`config.mk`:
```
export PLATFORM = sky130hd
export DESIGN_NAME = pll_divider_search_unit
export DESIGN_NICKNAME = d
export VERILOG_FILES = /design/src/rtl/core/pds_pkg.sv /design/src/rtl/core/pll_divider_search_unit.sv /design/src/rtl/core/pds_alu.sv /design/src/rtl/core/pds_seq.sv
export SDC_FILE = /design/constraint.sdc
export NUM_CORES = 1
export LEC_CHECK = 0
export BUFFER_PORTS_ARGS = -buffer_cell sky130_fd_sc_hd__buf_2
export CAP_MARGIN = 20
export CORE_UTILIZATION = 48
export DETAILED_ROUTE_END_ITERATION = 10
export PLACE_DENSITY_LB_ADDON = 0.25
export SLEW_MARGIN = 0
export SYNTH_ARGS = -nofsm -noshare
export SYNTH_HDL_FRONTEND = slang
export SYNTH_SLANG_ARGS = --single-unit
```
`constraint.sdc`:
```
create_clock -name clk -period 4.2 [get_ports clk]
set_input_delay 1.05 -clock clk [delete_from_list [all_inputs] [get_ports clk]]
set_output_delay 1.05 -clock clk [all_outputs]
set_load 0.01 [all_outputs]
```
`src/rtl/core/pds_pkg.sv`:
```
// Package for the PLL divider search unit: FSM state type, result struct,
// band limits, base words and the reference divider table.
// No dependencies.
package pds_pkg;

    typedef enum logic [2:0] {
        S_IDLE,
        S_FOUT,
        S_OD,
        S_NR,
        S_NF,
        S_NRNEXT,
        S_DONE
    } pds_state_t;

    typedef struct packed {
        logic [31:0] word;
        logic        found;
    } pds_result_t;

    localparam int unsigned FIN_MHZ = 25;

    // low band limits
    localparam int unsigned LO_REF_MIN = 10;
    localparam int unsigned LO_VCO_MIN = 800;
    localparam int unsigned LO_VCO_MAX = 1600;
    localparam int unsigned LO_OUT_MIN = 100;
    localparam int unsigned LO_OUT_MAX = 1600;
    localparam logic [31:0] LO_BASE    = 32'h0000_0007;

    // high band limits (output minimum 187.5 rounded up)
    localparam int unsigned HI_REF_MIN = 25;
    localparam int unsigned HI_VCO_MIN = 1500;
    localparam int unsigned HI_VCO_MAX = 3000;
    localparam int unsigned HI_OUT_MIN = 188;
    localparam int unsigned HI_OUT_MAX = 3000;
    localparam logic [31:0] HI_BASE    = 32'h8000_0007;

    localparam int unsigned REF_MAX    = 50;

    localparam logic [1:0] OD_LAST = 2'd3;

    // reference frequency 25/NR, truncated, for NR = 0..31 (entry 0 unused)
    localparam logic [4:0] REF_MHZ [32] = '{
        5'd0,  5'd25, 5'd12, 5'd8,  5'd6,  5'd5,  5'd4,  5'd3,
        5'd3,  5'd2,  5'd2,  5'd2,  5'd2,  5'd1,  5'd1,  5'd1,
        5'd1,  5'd1,  5'd1,  5'd1,  5'd1,  5'd1,  5'd1,  5'd1,
        5'd1,  5'd1,  5'd0,  5'd0,  5'd0,  5'd0,  5'd0,  5'd0
    };

endpackage

```
`src/rtl/core/pll_divider_search_unit.sv`:
```
// Top level of the PLL divider search: handshakes, band register, result
// register. Depends on pds_pkg and pds_seq.
//
// Usage:
//   cfg_valid/cfg_ready/band_cfg: writes the band select (always ready).
//     1 selects the high band limits and base word, 0 the low band.
//   in_valid/in_ready/target_freq_mhz: one requested output frequency per
//     transfer. in_ready is high only while the sequencer is idle.
//   out_valid/out_ready/pll_word/found: one result per request; pll_word is
//     zero and found low when no setting exists.
// Search order: a request above the search limit goes straight to the
//   result. Otherwise each Fout, post-divider, reference divider and
//   feedback multiplier is tried in turn, then the result is handed over;
//   with the default limits every request in range finds a setting.
// Throughput: one request at a time; the next transfer is taken once the
//   result has moved into the output register.
// Reset clears the band select to the low band and empties the result
//   register. A stalled receiver holds the result in the output register;
//   a further finished search waits in the sequencer until it drains.
module pll_divider_search_unit #(
    parameter int unsigned FOUT_SEARCH_LIMIT = 1300,
    parameter int unsigned REF_DIV_LIMIT     = 32,
    parameter int unsigned FB_MULT_LIMIT     = 128
) (
    input  logic        clk,
    input  logic        rst_n,
    input  logic        cfg_valid,
    output logic        cfg_ready,
    input  logic        band_cfg,
    input  logic        in_valid,
    output logic        in_ready,
    input  logic [15:0] target_freq_mhz,
    output logic        out_valid,
    input  logic        out_ready,
    output logic [31:0] pll_word,
    output logic        found
);

    logic                 band_reg;
    logic                 out_valid_reg;
    pds_pkg::pds_result_t out_reg;
    logic                 seq_busy;
    logic                 seq_valid;
    pds_pkg::pds_result_t seq_res;
    logic                 res_ack;
    logic                 start;

    assign cfg_ready = 1'b1;
    assign in_ready  = !seq_busy;
    assign start     = in_valid && in_ready;
    assign res_ack   = seq_valid && (!out_valid_reg || out_ready);

    pds_seq #(
        .FOUT_SEARCH_LIMIT (FOUT_SEARCH_LIMIT),
        .REF_DIV_LIMIT     (REF_DIV_LIMIT),
        .FB_MULT_LIMIT     (FB_MULT_LIMIT)
    ) u_seq (
        .clk       (clk),
        .rst_n     (rst_n),
        .start     (start),
        .target    (target_freq_mhz),
        .band_sel  (band_reg),
        .res_ack   (res_ack),
        .busy      (seq_busy),
        .res_valid (seq_valid),
        .res       (seq_res)
    );

    always_ff @(posedge clk or negedge rst_n)
    begin
        if (!rst_n)
        begin
            band_reg      <= 1'b0;
            out_valid_reg <= 1'b0;
        end
        else
        begin
            if (cfg_valid && cfg_ready)
                band_reg <= band_cfg;
            if (res_ack)
                out_valid_reg <= 1'b1;
            else if (out_ready)
                out_valid_reg <= 1'b0;
        end
    end

    always_ff @(posedge clk)
    begin
        if (res_ack)
            out_reg <= seq_res;
    end

    assign out_valid = out_valid_reg;
    assign pll_word  = out_reg.word;
    assign found     = out_reg.found;

`ifndef SYNTH
    a_miss_zero: assert property (@(posedge clk) disable iff (!rst_n)
        (out_valid && !found) |-> (pll_word == 32'd0))
        else $error("miss result with nonzero word");

    a_hit_base: assert property (@(posedge clk) disable iff (!rst_n)
        (out_valid && found) |-> (pll_word[2:0] == 3'b111))
        else $error("hit result without base bits");

    a_busy_after_start: assert property (@(posedge clk) disable iff (!rst_n)
        (in_valid && in_ready) |=> !in_ready)
        else $error("request taken while search runs");

    a_result_held: assert property (@(posedge clk) disable iff (!rst_n)
        (out_valid && !out_ready) |=> (out_valid && $stable(pll_word) && $stable(found)))
        else $error("stalled result changed");
`endif

endmodule

```
`src/rtl/core/pds_alu.sv`:
```
// Shared add/compare unit of the PLL divider search.
// Depends on nothing; used by pds_seq for every accumulate and window test.
module pds_alu #(
    parameter int unsigned W = 22
) (
    input  logic [W-1:0] op_a,
    input  logic [W-1:0] op_b,
    input  logic [W-1:0] win_lo,
    input  logic [W-1:0] win_hi,
    output logic [W-1:0] sum,
    output logic         in_win,
    output logic         past_hi
);

    assign sum     = op_a + op_b;
    // op_a tested against the half-open window [win_lo, win_hi)
    assign in_win  = (op_a >= win_lo) && (op_a < win_hi);
    assign past_hi = (op_a >= win_hi);

endmodule

```
`src/rtl/core/pds_seq.sv`:
```
// Search sequencer: walks Fout, post-divider, reference divider and feedback
// multiplier, one step per cycle, through the shared pds_alu.
// Depends on pds_pkg and pds_alu.
module pds_seq #(
    parameter int unsigned FOUT_SEARCH_LIMIT = 1300,
    parameter int unsigned REF_DIV_LIMIT     = 32,
    parameter int unsigned FB_MULT_LIMIT     = 128
) (
    input  logic                clk,
    input  logic                rst_n,
    input  logic                start,
    input  logic [15:0]         target,
    input  logic                band_sel,
    input  logic                res_ack,
    output logic                busy,
    output logic                res_valid,
    output pds_pkg::pds_result_t res
);

    localparam int unsigned FOUT_W = $clog2(FOUT_SEARCH_LIMIT + 2);
    localparam int unsigned VCO_W  = FOUT_W + 3;
    localparam int unsigned NR_W   = $clog2(REF_DIV_LIMIT + 1);
    localparam int unsigned NF_W   = $clog2(FB_MULT_LIMIT + 1);
    localparam int unsigned DW     = VCO_W + NR_W + 1;

    pds_pkg::pds_state_t state_reg, state_next;

    logic [FOUT_W-1:0] fout_reg, fout_next;
    logic [1:0]        od_reg,   od_next;
    logic [NR_W-1:0]   nr_reg,   nr_next;
    logic [NF_W-1:0]   nf_reg,   nf_next;
    logic [DW-1:0]     lo_reg,   lo_next;
    logic [DW-1:0]     hi_reg,   hi_next;
    logic [DW-1:0]     acc_reg,  acc_next;
    logic              band_reg, band_next;
    logic [31:0]       word_reg, word_next;
    logic              hit_reg,  hit_next;

    logic [VCO_W-1:0]  vco;
    logic [5:0]        ref_mhz;
    logic              out_ok;
    logic              vco_ok;
    logic              ref_ok;
    logic [DW-1:0]     alu_a;
    logic [DW-1:0]     alu_b;
    logic [DW-1:0]     alu_sum;
    logic              alu_in_win;
    logic              alu_past_hi;
    logic [6:0]        nf_half;
    logic [4:0]        nr_field;
    logic [31:0]       base;

    pds_alu #(
        .W (DW)
    ) u_alu (
        .op_a    (alu_a),
        .op_b    (alu_b),
        .win_lo  (lo_reg),
        .win_hi  (hi_reg),
        .sum     (alu_sum),
        .in_win  (alu_in_win),
        .past_hi (alu_past_hi)
    );

    assign vco     = VCO_W'(fout_reg) << od_reg;
    assign ref_mhz = {1'b0, pds_pkg::REF_MHZ[5'(nr_reg)]};

    always_comb
    begin
        if (band_reg)
        begin
            out_ok = (32'(fout_reg) >= pds_pkg::HI_OUT_MIN)
                  && (32'(fout_reg) <= pds_pkg::HI_OUT_MAX);
            vco_ok = (32'(vco) >= pds_pkg::HI_VCO_MIN)
                  && (32'(vco) <= pds_pkg::HI_VCO_MAX);
            ref_ok = (32'(ref_mhz) >= pds_pkg::HI_REF_MIN)
                  && (32'(ref_mhz) <= pds_pkg::REF_MAX);
            base   = pds_pkg::HI_BASE;
        end
        else
        begin
            out_ok = (32'(fout_reg) >= pds_pkg::LO_OUT_MIN)
                  && (32'(fout_reg) <= pds_pkg::LO_OUT_MAX);
            vco_ok = (32'(vco) >= pds_pkg::LO_VCO_MIN)
                  && (32'(vco) <= pds_pkg::LO_VCO_MAX);
            ref_ok = (32'(ref_mhz) >= pds_pkg::LO_REF_MIN)
                  && (32'(ref_mhz) <= pds_pkg::REF_MAX);
            base   = pds_pkg::LO_BASE;
        end
    end

    assign nf_half  = 7'(nf_reg >> 1) - 7'd1;
    assign nr_field = 5'(nr_reg - 1'b1);

    // one adder, operands picked by the step in progress
    always_comb
    begin
        unique case (state_reg)
            pds_pkg::S_NR:
            begin
                alu_a = lo_reg;
                alu_b = DW'(nr_reg) << od_reg;
            end
            pds_pkg::S_NF:
            begin
                alu_a = acc_reg;
                alu_b = DW'(pds_pkg::FIN_MHZ);
            end
            pds_pkg::S_NRNEXT:
            begin
                alu_a = lo_reg;
                alu_b = DW'(vco);
            end
            default:
            begin
                alu_a = acc_reg;
                alu_b = '0;
            end
        endcase
    end

    always_comb
    begin
        state_next = state_reg;
        fout_next  = fout_reg;
        od_next    = od_reg;
        nr_next    = nr_reg;
        nf_next    = nf_reg;
        lo_next    = lo_reg;
        hi_next    = hi_reg;
        acc_next   = acc_reg;
        band_next  = band_reg;
        word_next  = word_reg;
        hit_next   = hit_reg;

        unique case (state_reg)
            pds_pkg::S_IDLE:
            begin
                if (start)
                begin
                    band_next = band_sel;
                    word_next = '0;
                    hit_next  = 1'b0;
                    if (32'(target) > FOUT_SEARCH_LIMIT)
                        state_next = pds_pkg::S_DONE;
                    else
                    begin
                        fout_next  = FOUT_W'(target);
                        state_next = pds_pkg::S_FOUT;
                    end
                end
            end
            pds_pkg::S_FOUT:
            begin
                if (32'(fout_reg) > FOUT_SEARCH_LIMIT)
                    state_next = pds_pkg::S_DONE;
                else if (out_ok)
                begin
                    od_next    = 2'd0;
                    state_next = pds_pkg::S_OD;
                end
                else
                    fout_next = FOUT_W'(fout_reg + 1'b1);
            end
            pds_pkg::S_OD:
            begin
                if (vco_ok)
                begin
                    lo_next    = DW'(vco);
                    nr_next    = NR_W'(1);
                    state_next = pds_pkg::S_NR;
                end
                else if (od_reg == pds_pkg::OD_LAST)
                begin
                    fout_next  = FOUT_W'(fout_reg + 1'b1);
                    state_next = pds_pkg::S_FOUT;
                end
                else
                    od_next = od_reg + 2'd1;
            end
            pds_pkg::S_NR:
            begin
                if (32'(nr_reg) == REF_DIV_LIMIT)
                begin
                    // dividers exhausted: next post-divider or next Fout
                    if (od_reg == pds_pkg::OD_LAST)
                    begin
                        fout_next  = FOUT_W'(fout_reg + 1'b1);
                        state_next = pds_pkg::S_FOUT;
                    end
                    else
                    begin
                        od_next    = od_reg + 2'd1;
                        state_next = pds_pkg::S_OD;
                    end
                end
                else if (ref_ok)
                begin
                    hi_next    = alu_sum;
                    acc_next   = DW'(pds_pkg::FIN_MHZ);
                    nf_next    = NF_W'(1);
                    state_next = pds_pkg::S_NF;
                end
                else
                    state_next = pds_pkg::S_NRNEXT;
            end
            pds_pkg::S_NF:
            begin
                // lo = Fout*NR*NO, hi = lo + NR*NO; match when 25*NF in [lo, hi)
                if (32'(nf_reg) == FB_MULT_LIMIT)
                    state_next = pds_pkg::S_NRNEXT;
                else if (alu_in_win)
                begin
                    hit_next   = 1'b1;
                    word_next  = base | (32'(nr_field) << 16) | (32'(nf_half) << 21)
                               | (32'(od_reg) << 28);
                    state_next = pds_pkg::S_DONE;
                end
                else if (alu_past_hi)
                    state_next = pds_pkg::S_NRNEXT;
                else
                begin
                    acc_next = alu_sum;
                    nf_next  = NF_W'(nf_reg + 1'b1);
                end
            end
            pds_pkg::S_NRNEXT:
            begin
                lo_next    = alu_sum;
                nr_next    = NR_W'(nr_reg + 1'b1);
                state_next = pds_pkg::S_NR;
            end
            pds_pkg::S_DONE:
            begin
                if (res_ack)
                    state_next = pds_pkg::S_IDLE;
            end
            default:
                state_next = pds_pkg::S_IDLE;
        endcase
    end

    always_ff @(posedge clk or negedge rst_n)
    begin
        if (!rst_n)
            state_reg <= pds_pkg::S_IDLE;
        else
            state_reg <= state_next;
    end

    always_ff @(posedge clk)
    begin
        fout_reg <= fout_next;
        od_reg   <= od_next;
        nr_reg   <= nr_next;
        nf_reg   <= nf_next;
        lo_reg   <= lo_next;
        hi_reg   <= hi_next;
        acc_reg  <= acc_next;
        band_reg <= band_next;
        word_reg <= word_next;
        hit_reg  <= hit_next;
    end

    assign busy      = (state_reg != pds_pkg::S_IDLE);
    assign res_valid = (state_reg == pds_pkg::S_DONE);
    assign res.word  = word_reg;
    assign res.found = hit_reg;

endmodule
```
==> summary.txt <==
STA
  – Final worst slack: between 0.3 and 0.4 ns
  – Final setup violating endpoints: 0
  – Max-slew violations: 0
  – Worst slew pin tran: 0.6523 ns
  – RSZ-0062 raised after global routing: no
  – Final period util: 0.9092
  – Min Tclk post-route: around 3.8 ns
  – Clk_skew: 0.01070 ns
  – Max Clk Rate: 0.2619 GHz
  – Setup Total Neg Slack: 0 ns
  – Slew margin rel.: 0.5596
  – Fin. Hold Viols: 0

Final layout
  – Nets: 1008
  – Register area: ~0.0039 sq mm
  – Share of cells above drive strength 1: 0.1547
  – Filler cell count: 1523
  – Most frequent cells in the layout: edfxtp_1, nand2_1, nor2_1
  – Antenna cells: 0
  – Commonest non-fill, non-tap cell in the layout: edfxtp_1
  – Area growth from synthesis to layout: 12.59%
  – Finished Layout Cells: approximately 1200
  – Footprint of the multi-input gates: ~0.0042 sq mm

Min path
  – HP Start: u_seq.word_reg[21]$_SDFFCE_PN0P_
  – HP Class: reg -> reg

Global route
  – Largest net degree at the start of global routing: 38
  – Gr usage total: 0.2207
  – Initial antenna violation count: 0
  – Congestion Overflow GR: 0
  – Global-route wire length before repair: 30960 um
  – Vias in the first global route: 6145

Routing
  – Vias per cell: 5.587
  – Final WL: 18930 um
  – Vias after detailed routing: 6459
  – Antenna violation net count after detailed routing: 0
  – Wire per inst: 16.38 um
  – Drt initial violations: 515
  – # DRC: 0
  – Drt pass-1 iters: 5

Floorplanning
  – Core area: between 0.015 and 0.02 sq mm
  – Chip Height: roughly 140 um
  – IO Count: between 50 and 60
  – Die ar.: 0.01852 sq mm
  – Std-Cell Rows: between 40 and 50
  – Starting Density: 0.4955
  – Die X: 136.1 um

Power
  – Max VDD drop: 439.5 uV
  – P_leak: 4.052 nW
  – Total Power: 0.008022 W
  – P per Cell Area: 825.7 mW/mm^2

Placement
  – GPL Wtd Cong: 0.8667
  – HPWL after DPL: 13690 um
  – Placed cells: 1125
  – Setup WS pre-CTS: 0.1979 ns
  – PortBufs: 42

Synthesis
  – Mapped Area: 0.008630 sq mm
  – Asr flop ratio synth: 0.03846
  – Synth Area in XOR/XNOR: 0.03755
  – Yosys cell types: 71
  – Ys flop type: edfxtp_1
  – Adder-cell share of the synthesized area: 0.09801
  – Synth warnings: 0
  – Compound-Gate Fraction of Synth Area: 0.1289
  – Top cells by area, synth: edfxtp_1, ha_1, nand2_1, nor2_1, o21ai_0
  – Synth top area share: 0.4350
  – Synth Instances: 874
  – Syn_area_per_cell: ~9.9 sq um
  – Mux share of post-synthesis cell area: 0.05423
  – Yosys reg bits: 130
  – Sequential share of the synthesized area: 0.4495
  – Cell taking the most area after synthesis: edfxtp_1
  – Post-synthesis simple-gate area fraction: 0.1604
  – EDFF count, synth: ~130
  – Largest family of logic cells by synthesized area: simple AND/OR/NAND/NOR gates

Setup path
  – Arr. time, crit path: 3.98 ns
  – Crit path from: u_seq.state_reg[2]$_DFFE_PN0P_
  – CP Max Fanout: 7
  – Critical Path RT: 4.36 ns
  – Critical path class: reg -> reg
  – Critical Path Start Type: flop
  – Worst Setup End Kind: flop
  – Reg2reg start: u_seq.state_reg[2]$_DFFE_PN0P_

Flow run
  – # Max-Cap Violations: 0

CTS
  – Clock Pin Slew Worst Setup and Hold Paths: roughly 0.06 ns
  – CTS Buf Count: 17
  – Clock Sinks: 130
  – CTS tree: yes
  – Clock tree buffer depth: 2
  – Hold-fix buffers, CTS: 0
  – H-tree depth: 4
  – Clock latency on the worst-skew pair: roughly 0.42 ns
  – Root buf cell: clkbuf_16

Outcome
  – Status: finished clean
-- cell type report --
| type | count | share of cell area |
|---|---|---|
| clock buffer | 17 | 0.04379 |
| timing repair buffer | 75 | 0.04842 |
| clock inverter | 14 | 0.01829 |
| multi-input combinational | 623 | 0.4335 |
| sequential | 130 | 0.3992 |
| tap | 225 | 0.02898 |
| inverter | 72 | 0.02782 |
-- worst max-delay path, cell delays in order, from the launching register on --
cell	delay, ns
dfrtp_1	0.43
nor2b_1	0.18
o21ai_2	0.16
mux2_2	0.36
ha_1	0.22
fa_1	0.43
a21o_1	0.18
a21oi_1	0.28
o21ai_1	0.15
a311oi_1	0.35
o21ai_1	0.17
a31oi_4	0.31
xor2_1	0.27
nor2_1	0.06
-- where the power goes --
group          total [W]  leakage [nW]  switching [W]  internal [W]
Clock            0.00152         0.295       0.000580      0.000939
Sequential       0.00234          1.22       0.000278       0.00207
Combinational    0.00416          2.54        0.00252       0.00164
Total            0.00802          4.05        0.00337       0.00465
-- worst paths after layout --
kind                                              endpoint  slack [ns]  depth (start not counted)
setup / recovery           u_seq.acc_reg[14]$_SDFFCE_PN0P_        0.38                         13
min in group asynchronous            out_valid$_DFFE_PN0P_        0.43                          1
setup reg to reg           u_seq.acc_reg[14]$_SDFFCE_PN0P_        0.38                         13
hold reg to reg                     pll_word[21]$_DFFE_PP_        0.42                          0
max in group asynchronous   u_seq.state_reg[2]$_DFFE_PN0P_        3.63                          1
hold / removal                      pll_word[21]$_DFFE_PP_        0.42                          0
-- routing by layer --
| metal | part of all wire | routed length [um] | GRT usage |
|---|---|---|---|
| met3 | 0.054 | 1014 | 0.04586 |
| met4 | 0.015 | 293 | 0.07099 |
| met5 | 0 | 0 | 0 |
| met1 | 0.47 | 8865 | 0.2976 |
| met2 | 0.46 | 8760 | 0.3531 |
-- cells by family after synthesis --
logic type                 count (synthesis)
AOI/OAI and AO/OA                        174
xor gates and xnor gates                  37
adders and majority gates                 67
buffers and inverters                    134
DFF                                      130
muxes                                     35
other                                      2
and+or+nand+nor                          295
-- cell usage after synthesis (4+ instances only) --
master / number
mux2i_1: 11
dfrtp_1: 5
nand4_1: 11
nand3_1: 22
edfxtp_1: 125
ha_1: 66
a211oi_1: 6
buf_2: 10
buf_4: 19
and2_1: 11
nor3_1: 38
and3_1: 16
inv_1: 70
or2_2: 4
mux2_2: 13
nand2b_1: 12
clkbuf_1: 27
o21ai_0: 54
xnor2_1: 17
nor2b_1: 7
a21o_1: 12
o21a_1: 9
o31ai_1: 6
nand2_1: 89
nor2_1: 73
o21bai_1: 5
a21oi_1: 40
xor2_1: 20
-- metrics by stage --
step	hold slack [ns]	cell area [sq um]	util
6_report	0.4175	9716	0.5578
5_1_grt	0.4140	9716	0.5578
4_1_cts	0.4157	9701	0.5570
3_5_place_dp	0.4045	9097	0.5223
3_3_place_gp	0.4007	9097	0.5223
2_1_floorplan	0.4003	8678	-
-- repair_timing --
action,CTS,global route
gates resized for setup,0,3
buffers inserted,0,0
endpoints found under the setup margin,0,17
No activity file was read; power rests on OpenSTA's default activity.
